File: src/rtl/core/spq_pkg.sv
package spq_pkg;

  // Operation carried in the input tuser bit
  typedef enum logic {
    OP_INSERT = 1'b0,
    OP_REMOVE = 1'b1
  } spq_op_e;

  // Result status codes
  localparam logic [1:0] ST_DONE  = 2'd0;
  localparam logic [1:0] ST_FULL  = 2'd1;
  localparam logic [1:0] ST_EMPTY = 2'd2;

  localparam int unsigned TagW = 32;
  localparam int unsigned PriW = 16;
  localparam int unsigned OccW = 4;

  typedef enum logic {
    CTRL_IDLE = 1'b0,
    CTRL_HOLD = 1'b1
  } spq_ctrl_state_e;

  typedef struct packed {
    logic exec;
  } spq_cmd_t;

  typedef struct packed {
    logic full;
    logic empty;
  } spq_stat_t;

endpackage

File: src/rtl/core/spq_ctrl.sv
module spq_ctrl
  import spq_pkg::*;
(
  input  logic     clk_i,
  input  logic     rst_ni,
  input  logic     s_tvalid_i,
  output logic     s_tready_o,
  output logic     m_tvalid_o,
  input  logic     m_tready_i,
  output spq_cmd_t cmd_o
);

  spq_ctrl_state_e state_q, state_d;
  logic            accept;

  always_ff @(posedge clk_i or negedge rst_ni) begin
    if (!rst_ni) begin
      state_q <= CTRL_IDLE;
    end else begin
      state_q <= state_d;
    end
  end

  always_comb begin
    state_d    = state_q;
    s_tready_o = 1'b0;
    m_tvalid_o = 1'b0;
    case (state_q)
      CTRL_IDLE: begin
        s_tready_o = 1'b1;
        if (s_tvalid_i) begin
          state_d = CTRL_HOLD;
        end
      end
      CTRL_HOLD: begin
        m_tvalid_o = 1'b1;
        // take a new beat in the cycle the held result drains
        s_tready_o = m_tready_i;
        if (m_tready_i && !s_tvalid_i) begin
          state_d = CTRL_IDLE;
        end
      end
      default: begin
        state_d = CTRL_IDLE;
      end
    endcase
    accept     = s_tvalid_i && s_tready_o;
    cmd_o.exec = accept;
  end

endmodule

File: src/rtl/core/spq_datapath.sv
module spq_datapath
  import spq_pkg::*;
#(
  parameter int unsigned DEPTH = 8,
  localparam int unsigned CntW = $clog2(DEPTH + 1)
) (
  input  logic            clk_i,
  input  logic            rst_ni,
  input  spq_cmd_t        cmd_i,
  input  logic            opcode_i,
  input  logic [TagW-1:0] job_tag_i,
  input  logic [PriW-1:0] priority_req_i,
  output logic [TagW-1:0] out_job_tag_o,
  output logic [PriW-1:0] out_priority_o,
  output logic [1:0]      status_o,
  output logic [OccW-1:0] occupancy_o,
  output spq_stat_t       stat_o
);

  logic [TagW-1:0] job_q [DEPTH];
  logic [PriW-1:0] pri_q [DEPTH];
  logic [TagW-1:0] job_d [DEPTH];
  logic [PriW-1:0] pri_d [DEPTH];
  logic [CntW-1:0] count_q, count_d;
  logic [DEPTH-1:0] gt;
  logic            is_full, is_empty;
  logic [TagW-1:0] res_tag_d, res_tag_q;
  logic [PriW-1:0] res_pri_d, res_pri_q;
  logic [1:0]      res_st_d, res_st_q;
  logic [CntW+OccW-1:0] occ_ext;

  assign is_full  = (count_q == CntW'(DEPTH));
  assign is_empty = (count_q == '0);

  // held entries whose priority is strictly above the new one (thermometer)
  always_comb begin
    for (int k = 0; k < DEPTH; k++) begin
      gt[k] = (CntW'(k) < count_q) && (pri_q[k] > priority_req_i);
    end
  end

  always_comb begin
    for (int k = 0; k < DEPTH; k++) begin
      job_d[k] = job_q[k];
      pri_d[k] = pri_q[k];
    end
    count_d   = count_q;
    res_tag_d = '0;
    res_pri_d = '0;
    res_st_d  = ST_DONE;
    if (opcode_i == OP_INSERT) begin
      if (is_full) begin
        res_st_d = ST_FULL;
      end else begin
        for (int k = 0; k < DEPTH; k++) begin
          if (k > 0 && gt[(k > 0) ? k - 1 : 0]) begin
            // move down behind the new entry
            job_d[k] = job_q[(k > 0) ? k - 1 : 0];
            pri_d[k] = pri_q[(k > 0) ? k - 1 : 0];
          end else if ((gt[k] || CntW'(k) == count_q) && CntW'(k) <= count_q) begin
            job_d[k] = job_tag_i;
            pri_d[k] = priority_req_i;
          end
        end
        count_d = count_q + 1'b1;
      end
    end else begin
      if (is_empty) begin
        res_st_d = ST_EMPTY;
      end else begin
        res_tag_d = job_q[0];
        res_pri_d = pri_q[0];
        for (int k = 0; k < DEPTH - 1; k++) begin
          job_d[k] = job_q[k + 1];
          pri_d[k] = pri_q[k + 1];
        end
        count_d = count_q - 1'b1;
      end
    end
  end

  always_ff @(posedge clk_i or negedge rst_ni) begin
    if (!rst_ni) begin
      count_q <= '0;
    end else if (cmd_i.exec) begin
      count_q <= count_d;
    end
  end

  always_ff @(posedge clk_i) begin
    if (cmd_i.exec) begin
      for (int k = 0; k < DEPTH; k++) begin
        job_q[k] <= job_d[k];
        pri_q[k] <= pri_d[k];
      end
      res_tag_q <= res_tag_d;
      res_pri_q <= res_pri_d;
      res_st_q  <= res_st_d;
    end
  end

  assign occ_ext        = {{OccW{1'b0}}, count_q};
  assign out_job_tag_o  = res_tag_q;
  assign out_priority_o = res_pri_q;
  assign status_o       = res_st_q;
  assign occupancy_o    = occ_ext[OccW-1:0];
  assign stat_o.full    = is_full;
  assign stat_o.empty   = is_empty;

endmodule

File: src/rtl/core/sorted_priority_queue_unit.sv
// Sorted priority queue of jobs, lowest priority number served first.
// Slave stream: one beat is one operation. s_tuser_i selects insert (0) or
// remove (1); s_tdata_i carries the job tag and priority used by an insert.
// Master stream: exactly one result beat per operation, in order, with the
// removed job (zeros on an insert or a failed remove), a status code
// (done, full so the insert was dropped, empty on remove) and the number of
// jobs held after the operation.
// Equal priorities leave in arrival order.
// The result is registered and appears on m_tvalid_o in the cycle after the input beat.
// Throughput: one item per cycle while m_tready_i stays high; the next beat is taken in the same cycle
// the held result is taken. Every entry register has its own priority
// comparator, so an insert or remove finishes in one parallel compare-and-
// shift over DEPTH entries.
// When the receiver stalls, the result stays in the output register and
// s_tready_o follows m_tready_i, so no beat is lost or overwritten.
// Reset empties the queue and clears any pending result; entry contents are
// left as they were and only held entries are ever read.
module sorted_priority_queue_unit
  import spq_pkg::*;
#(
  parameter int unsigned DEPTH = 8
) (
  input  logic        clk_i,
  input  logic        rst_ni,
  input  logic        s_tvalid_i,
  output logic        s_tready_o,
  // [31:0] job_tag, [47:32] priority_req
  input  logic [47:0] s_tdata_i,
  // [0] opcode
  input  logic        s_tuser_i,
  output logic        m_tvalid_o,
  input  logic        m_tready_i,
  // [31:0] out_job_tag, [47:32] out_priority, [49:48] status,
  // [53:50] occupancy, [55:54] zero
  output logic [55:0] m_tdata_o
);

  spq_cmd_t        cmd;
  spq_stat_t       stat;
  logic [TagW-1:0] out_tag;
  logic [PriW-1:0] out_pri;
  logic [1:0]      out_st;
  logic [OccW-1:0] out_occ;

  // Sequence accept and result hold
  spq_ctrl u_ctrl (
    .clk_i      (clk_i),
    .rst_ni     (rst_ni),
    .s_tvalid_i (s_tvalid_i),
    .s_tready_o (s_tready_o),
    .m_tvalid_o (m_tvalid_o),
    .m_tready_i (m_tready_i),
    .cmd_o      (cmd)
  );

  // Entry registers, compare-and-shift, result register
  spq_datapath #(
    .DEPTH (DEPTH)
  ) u_dp (
    .clk_i          (clk_i),
    .rst_ni         (rst_ni),
    .cmd_i          (cmd),
    .opcode_i       (s_tuser_i),
    .job_tag_i      (s_tdata_i[31:0]),
    .priority_req_i (s_tdata_i[47:32]),
    .out_job_tag_o  (out_tag),
    .out_priority_o (out_pri),
    .status_o       (out_st),
    .occupancy_o    (out_occ),
    .stat_o         (stat)
  );

  assign m_tdata_o = {2'b00, out_occ, out_st, out_pri, out_tag};

`ifndef ASSERT_OFF
  // Never take a beat while an untaken result would be overwritten
  a_no_overwrite: assert property (@(posedge clk_i) disable iff (!rst_ni)
    !(s_tvalid_i && s_tready_o && m_tvalid_o && !m_tready_i))
    else $error("input beat accepted over a stalled result");

  // Full and empty never hold together
  a_full_empty: assert property (@(posedge clk_i) disable iff (!rst_ni)
    !(stat.full && stat.empty))
    else $error("queue flagged both full and empty");

  // An insert into a full queue reports full on the next beat
  a_full_status: assert property (@(posedge clk_i) disable iff (!rst_ni)
    (cmd.exec && stat.full && (s_tuser_i == OP_INSERT))
    |=> (m_tvalid_o && (m_tdata_o[49:48] == ST_FULL)))
    else $error("insert into full queue not reported");

  // A remove from an empty queue reports empty with zero payload
  a_empty_status: assert property (@(posedge clk_i) disable iff (!rst_ni)
    (cmd.exec && stat.empty && (s_tuser_i == OP_REMOVE))
    |=> (m_tvalid_o && (m_tdata_o[49:48] == ST_EMPTY) && (m_tdata_o[47:0] == '0)))
    else $error("remove from empty queue not reported");
`endif

endmodule
File: config.mk
export PLATFORM = sky130hd
export DESIGN_NAME = sorted_priority_queue_unit
export DESIGN_NICKNAME = d
export VERILOG_FILES = /design/src/rtl/core/spq_pkg.sv /design/src/rtl/core/spq_ctrl.sv /design/src/rtl/core/spq_datapath.sv /design/src/rtl/core/sorted_priority_queue_unit.sv
export SDC_FILE = /design/constraint.sdc
export NUM_CORES = 1
export LEC_CHECK = 0
export ABC_AREA = 1
export BUFFER_PORTS_ARGS = -buffer_cell sky130_fd_sc_hd__buf_2
export CAP_MARGIN = 40
export CORE_MARGIN = 1
export CORE_UTILIZATION = 32
export DETAILED_ROUTE_END_ITERATION = 8
export GPL_TIMING_DRIVEN = 1
export PLACE_DENSITY_LB_ADDON = 0.2
export SLEW_MARGIN = 40
export SYNTH_ARGS = -nofsm -noshare
export SYNTH_HDL_FRONTEND = slang
export SYNTH_SLANG_ARGS = --single-unit
File: constraint.sdc
create_clock -name clk_i -period 4.5 [get_ports clk_i]
set_input_delay 0.9 -clock clk_i [delete_from_list [all_inputs] [get_ports clk_i]]
set_output_delay 0.9 -clock clk_i [all_outputs]
set_load 0.02 [all_outputs]
==> reports/metrics.csv <==
stage,metric,value,unit
run_status,result_of_the_run,"complete, no violations",
global_routing,grt_pass1_wl,121.6,mm
worst_setup_path,worst-endpoint-arrival,3.78,ns
final_layout,drive_above_1_share,8.872,%
worst_setup_path,worst_path_dominant_cell_family,buffers and inverters,
synthesis,synth-warning-count,0,
worst_setup_path,cp_slowest_stage_delay,0.57,ns
worst_setup_path,setup.worst_path.start,u_dp.occupancy_o[0]$_DFFE_PN0P_,
clock_tree,cts_max_level,2,
final_layout,num-nets-final,3222,
detailed_routing,vias_per_cell,4.939,
timing,post_layout_minimum_cycle_time,3.532,ns
timing,fin_skew,0.01739,ns
global_routing,grt_usage,19.12,%
synthesis,syn-instance-count,3000,
synthesis,synth.distinct_cells,37,
clock_tree,clock_tree.buffer_depth,3,
clock_tree,cts_tree,yes,
place,hpwlAfterDp,51.77,mm
detailed_routing,via_count,20333,
synthesis,post_synth_main_area_contributors,"sky130_fd_sc_hd__edfxtp_1, sky130_fd_sc_hd__nand2_1, sky130_fd_sc_hd__nand3_1",
die,initial_core_util,32.55,%
worst_setup_path,crit_path_max_delay_cell_type,sky130_fd_sc_hd__buf_4,
global_routing,grt_overflow,0,
job,maxCapViolCount,0,
final_layout,syn_to_final_growth,13.02,%
timing,highest_clock_rate,0.2832,GHz
detailed_routing,drc_errors,0,
die,fp-row-count,102,
worst_setup_path,critical_path_peak_fanout,30,
global_routing,first_global_vias,19865,
clock_tree,insertion_delay,0.61,ns
detailed_routing,drt-pass1-iter-count,6,
timing,tightestPinTransition,0.8460,ns
timing,hold_viol,0,
clock_tree,clock_sink_count,439,
die,die-height,283.6,um
synthesis,count_of_state_elements_after_synthesis,439,
worst_setup_path,timing.reg2reg.worst_path_depth,12,
clock_tree,cts-hold-fix-buffers,0,
global_routing,pin_count_of_the_biggest_net_entering_global_routing,164,
timing,rsz0062_at_grt,false,
hold_path,holdCritPathClass,in -> async,
final_layout,n_antenna_cell,0,
timing,fin_tns_setup,0,ns
place,dp_slack,0.6536,ns
synthesis,synth.cell_area,25380,um2
worst_setup_path,required,4.74,ns
clock_tree,ctsResizeCount,0,
detailed_routing,wire_per_inst,19.00,um
clock_tree,cts_setup_buffers,0,
worst_setup_path,path_cells,inv_1 -> ha_1 -> inv_1 -> nor2_2 -> inv_2 -> nand2_1 -> a31oi_4 -> nand2_2 -> nand2_1 -> nor2_1 -> nor2_4 -> buf_4,
die,die_x,283.6,um
synthesis,yosys.area.top_type_share,51.35,%
worst_setup_path,cp_num_cells,12,
timing,max_slew_margin,43.17,%
worst_setup_path,endpoint_kind,flop,
final_layout,finalCoreUtilization,36.79,%
worst_setup_path,critical_path.reg2reg.startpoint,u_dp.occupancy_o[0]$_DFFE_PN0P_,
die,io_pins,111,
die,die_outline_area,80450,um2
worst_setup_path,timing.reg2reg.setup_slack,0.97,ns
timing,fin_ws,0.9683,ns
synthesis,synth_sequential_area_ratio,51.84,%
global_routing,antenna_found_initial,0,
timing,timing.final.setup_violations,0,
power,leakage_power,0.01281,uW
power,peakVddDrop,0.0003924,V
synthesis,synth.avg_cell_area,8.461,um2
detailed_routing,wl,78.21,mm
power,total_power,15780,uW
timing,layout_worst_path_cycle_share,78.48,%
worst_setup_path,worst_setup_path_endpoint,u_dp.job_q[0][48]$_DFFE_PP_,
place,globalplace.congestion,0.8156,
worst_setup_path,critical_path_class,reg -> reg,
worst_setup_path,worst_setup_path_start_kind,flop,
detailed_routing,ant_nets,0,
final_layout,post-route-cell-area,28690,um2
place,placement.io_buffers,108,
place,placement.cell_area,27190,um2
timing,final_max_slew_viol_count,0,
synthesis,synth.largest_area_cell,sky130_fd_sc_hd__edfxtp_1,
clock_tree,clock_tree.root_cell,sky130_fd_sc_hd__clkbuf_16,
clock_tree,clock_transition_at_the_registers_of_the_reported_paths,0.06,ns
power,power_per_cell_area,550.1,nW/um2
clock_tree,cts_inserted_buffers,50,
worst_setup_path,timing.rr.end,u_dp.job_q[0][48]$_DFFE_PP_,
worst_setup_path,count_of_buffer_and_inverter_cells_on_the_critical_path,4,
die,core-area,77980,um2
detailed_routing,starting_drt_drc_count,1649,
metrics by stage:
stage / cells / hold slack (ns)
5_1_grt: 4117 / 0.08825
2_1_floorplan: 3001 / 0.4947
3_3_place_gp: 4025 / 0.4956
4_1_cts: 4117 / 0.07845
3_5_place_dp: 4025 / 0.5044
6_report: 4117 / 0.1099
report_power, final:
part	internal (uW)	switching (uW)	leakage, uW
clock	2150	1740	0.000732
combinational	1630	4130	0.00792
sequential	5730	392	0.00416
metal layers:
metal,track usage (%),routed length (um)
met1,27.42,37870
met2,30.55,34920
met5,0,0
met3,2.291,3819
met4,4.649,1601
placed cells by master (no fill, tap or decap), types with 9 or more instances in the layout:
cell	synthesis	final
sky130_fd_sc_hd__buf_2	51	107
sky130_fd_sc_hd__o21ai_1	19	19
sky130_fd_sc_hd__o22ai_1	48	48
sky130_fd_sc_hd__nand2_2	2	13
sky130_fd_sc_hd__nand2_1	1003	991
sky130_fd_sc_hd__nor2_1	140	135
sky130_fd_sc_hd__nand3b_1	47	47
sky130_fd_sc_hd__buf_12	0	12
sky130_fd_sc_hd__ha_1	132	132
sky130_fd_sc_hd__nor3_1	9	9
sky130_fd_sc_hd__inv_1	268	263
sky130_fd_sc_hd__clkbuf_16	0	50
sky130_fd_sc_hd__buf_4	3	51
sky130_fd_sc_hd__clkinv_1	15	31
sky130_fd_sc_hd__o21ai_0	50	50
sky130_fd_sc_hd__clkbuf_1	115	13
sky130_fd_sc_hd__edfxtp_1	434	434
sky130_fd_sc_hd__nand3_1	444	442
sky130_fd_sc_hd__nand4_1	54	54
sky130_fd_sc_hd__a21oi_1	111	108
cell type report:
class / count / area, um2
inverter: 287 / 1079
multi-input combinational: 2088 / 10480
timing repair buffer: 171 / 1172
clock inverter: 29 / 197.7
tap: 1040 / 1301
clock buffer: 63 / 1300
sequential: 439 / 13160
fill: 8084 / 49290
Yosys cell counts:
| library cell | number |
|---|---|
| sky130_fd_sc_hd__a21o_1 | 2 |
| sky130_fd_sc_hd__a21oi_1 | 111 |
| sky130_fd_sc_hd__a22oi_1 | 1 |
| sky130_fd_sc_hd__a31oi_1 | 2 |
| sky130_fd_sc_hd__a31oi_2 | 1 |
| sky130_fd_sc_hd__a31oi_4 | 1 |
| sky130_fd_sc_hd__a41oi_1 | 1 |
| sky130_fd_sc_hd__and2_1 | 1 |
| sky130_fd_sc_hd__buf_1 | 14 |
| sky130_fd_sc_hd__buf_2 | 51 |
| sky130_fd_sc_hd__buf_4 | 3 |
| sky130_fd_sc_hd__buf_6 | 4 |
| sky130_fd_sc_hd__clkbuf_1 | 115 |
| sky130_fd_sc_hd__clkinv_1 | 15 |
| sky130_fd_sc_hd__conb_1 | 1 |
| sky130_fd_sc_hd__dfrtp_1 | 5 |
| sky130_fd_sc_hd__edfxtp_1 | 434 |
| sky130_fd_sc_hd__ha_1 | 132 |
| sky130_fd_sc_hd__inv_1 | 268 |
| sky130_fd_sc_hd__inv_2 | 4 |
| sky130_fd_sc_hd__nand2_1 | 1003 |
| sky130_fd_sc_hd__nand2_2 | 2 |
| sky130_fd_sc_hd__nand3_1 | 444 |
| sky130_fd_sc_hd__nand3_2 | 1 |
| sky130_fd_sc_hd__nand3b_1 | 47 |
| sky130_fd_sc_hd__nand4_1 | 54 |
| sky130_fd_sc_hd__nor2_1 | 140 |
| sky130_fd_sc_hd__nor2_2 | 2 |
| sky130_fd_sc_hd__nor3_1 | 9 |
| sky130_fd_sc_hd__nor4_1 | 1 |
| sky130_fd_sc_hd__o21a_1 | 6 |
| sky130_fd_sc_hd__o21ai_0 | 50 |
| sky130_fd_sc_hd__o21ai_1 | 19 |
| sky130_fd_sc_hd__o21bai_1 | 4 |
| sky130_fd_sc_hd__o22ai_1 | 48 |
| sky130_fd_sc_hd__xnor2_1 | 1 |
| sky130_fd_sc_hd__xor2_1 | 3 |
registers in the layout (all words and copies together), names as in the netlist:
name                 cells
u_ctrl.state_q           1
u_dp.job_q             256
u_dp.pri_q             128
u_dp.occupancy_o         4
u_dp.out_job_tag_o      32
u_dp.status_o            2
u_dp.out_priority_o     16
cell families (layout without fill, tap and decap cells):
family	after synthesis	count (layout)	synth area share, %
buf+inv	474	550	7.424
fa+ha+maj	132	132	6.507
flops	439	439	51.84
xor+xnor	4	4	0.1381
other cells	1	2	0.01477
compound gates	246	246	5.334
simple gates	1704	1704	28.74
worst min-delay path by stage:
stage / startpoint / endpoint / slack [ns] / depth (start not counted)
2_1_floorplan: u_dp.job_q[1][96]$_DFFE_PP_ / u_dp.job_q[1][64]$_DFFE_PP_ / 0.49 / 2
3_3_place_gp: u_ctrl.state_q$_DFF_PN0_ / u_ctrl.state_q$_DFF_PN0_ / 0.50 / 2
3_5_place_dp: u_dp.job_q[1][106]$_DFFE_PP_ / u_dp.job_q[1][74]$_DFFE_PP_ / 0.50 / 2
4_1_cts: rst_ni / u_dp.occupancy_o[2]$_DFFE_PN0P_ / 0.08 / 1
5_1_grt: rst_ni / u_ctrl.state_q$_DFF_PN0_ / 0.09 / 1
6_report: rst_ni / u_ctrl.state_q$_DFF_PN0_ / 0.11 / 1
worst register-to-register path: cells and delay by family (launching register included):
family	cells	cell delay (ns)
buffers and inverters	4	1.18
AND/OR/NAND/NOR	6	1.07
flip-flops	1	0.48
adder cells (fa/ha/maj)	1	0.25
AO/OA/AOI/OAI	1	0.19
No activity file was read; power rests on OpenSTA's default activity.
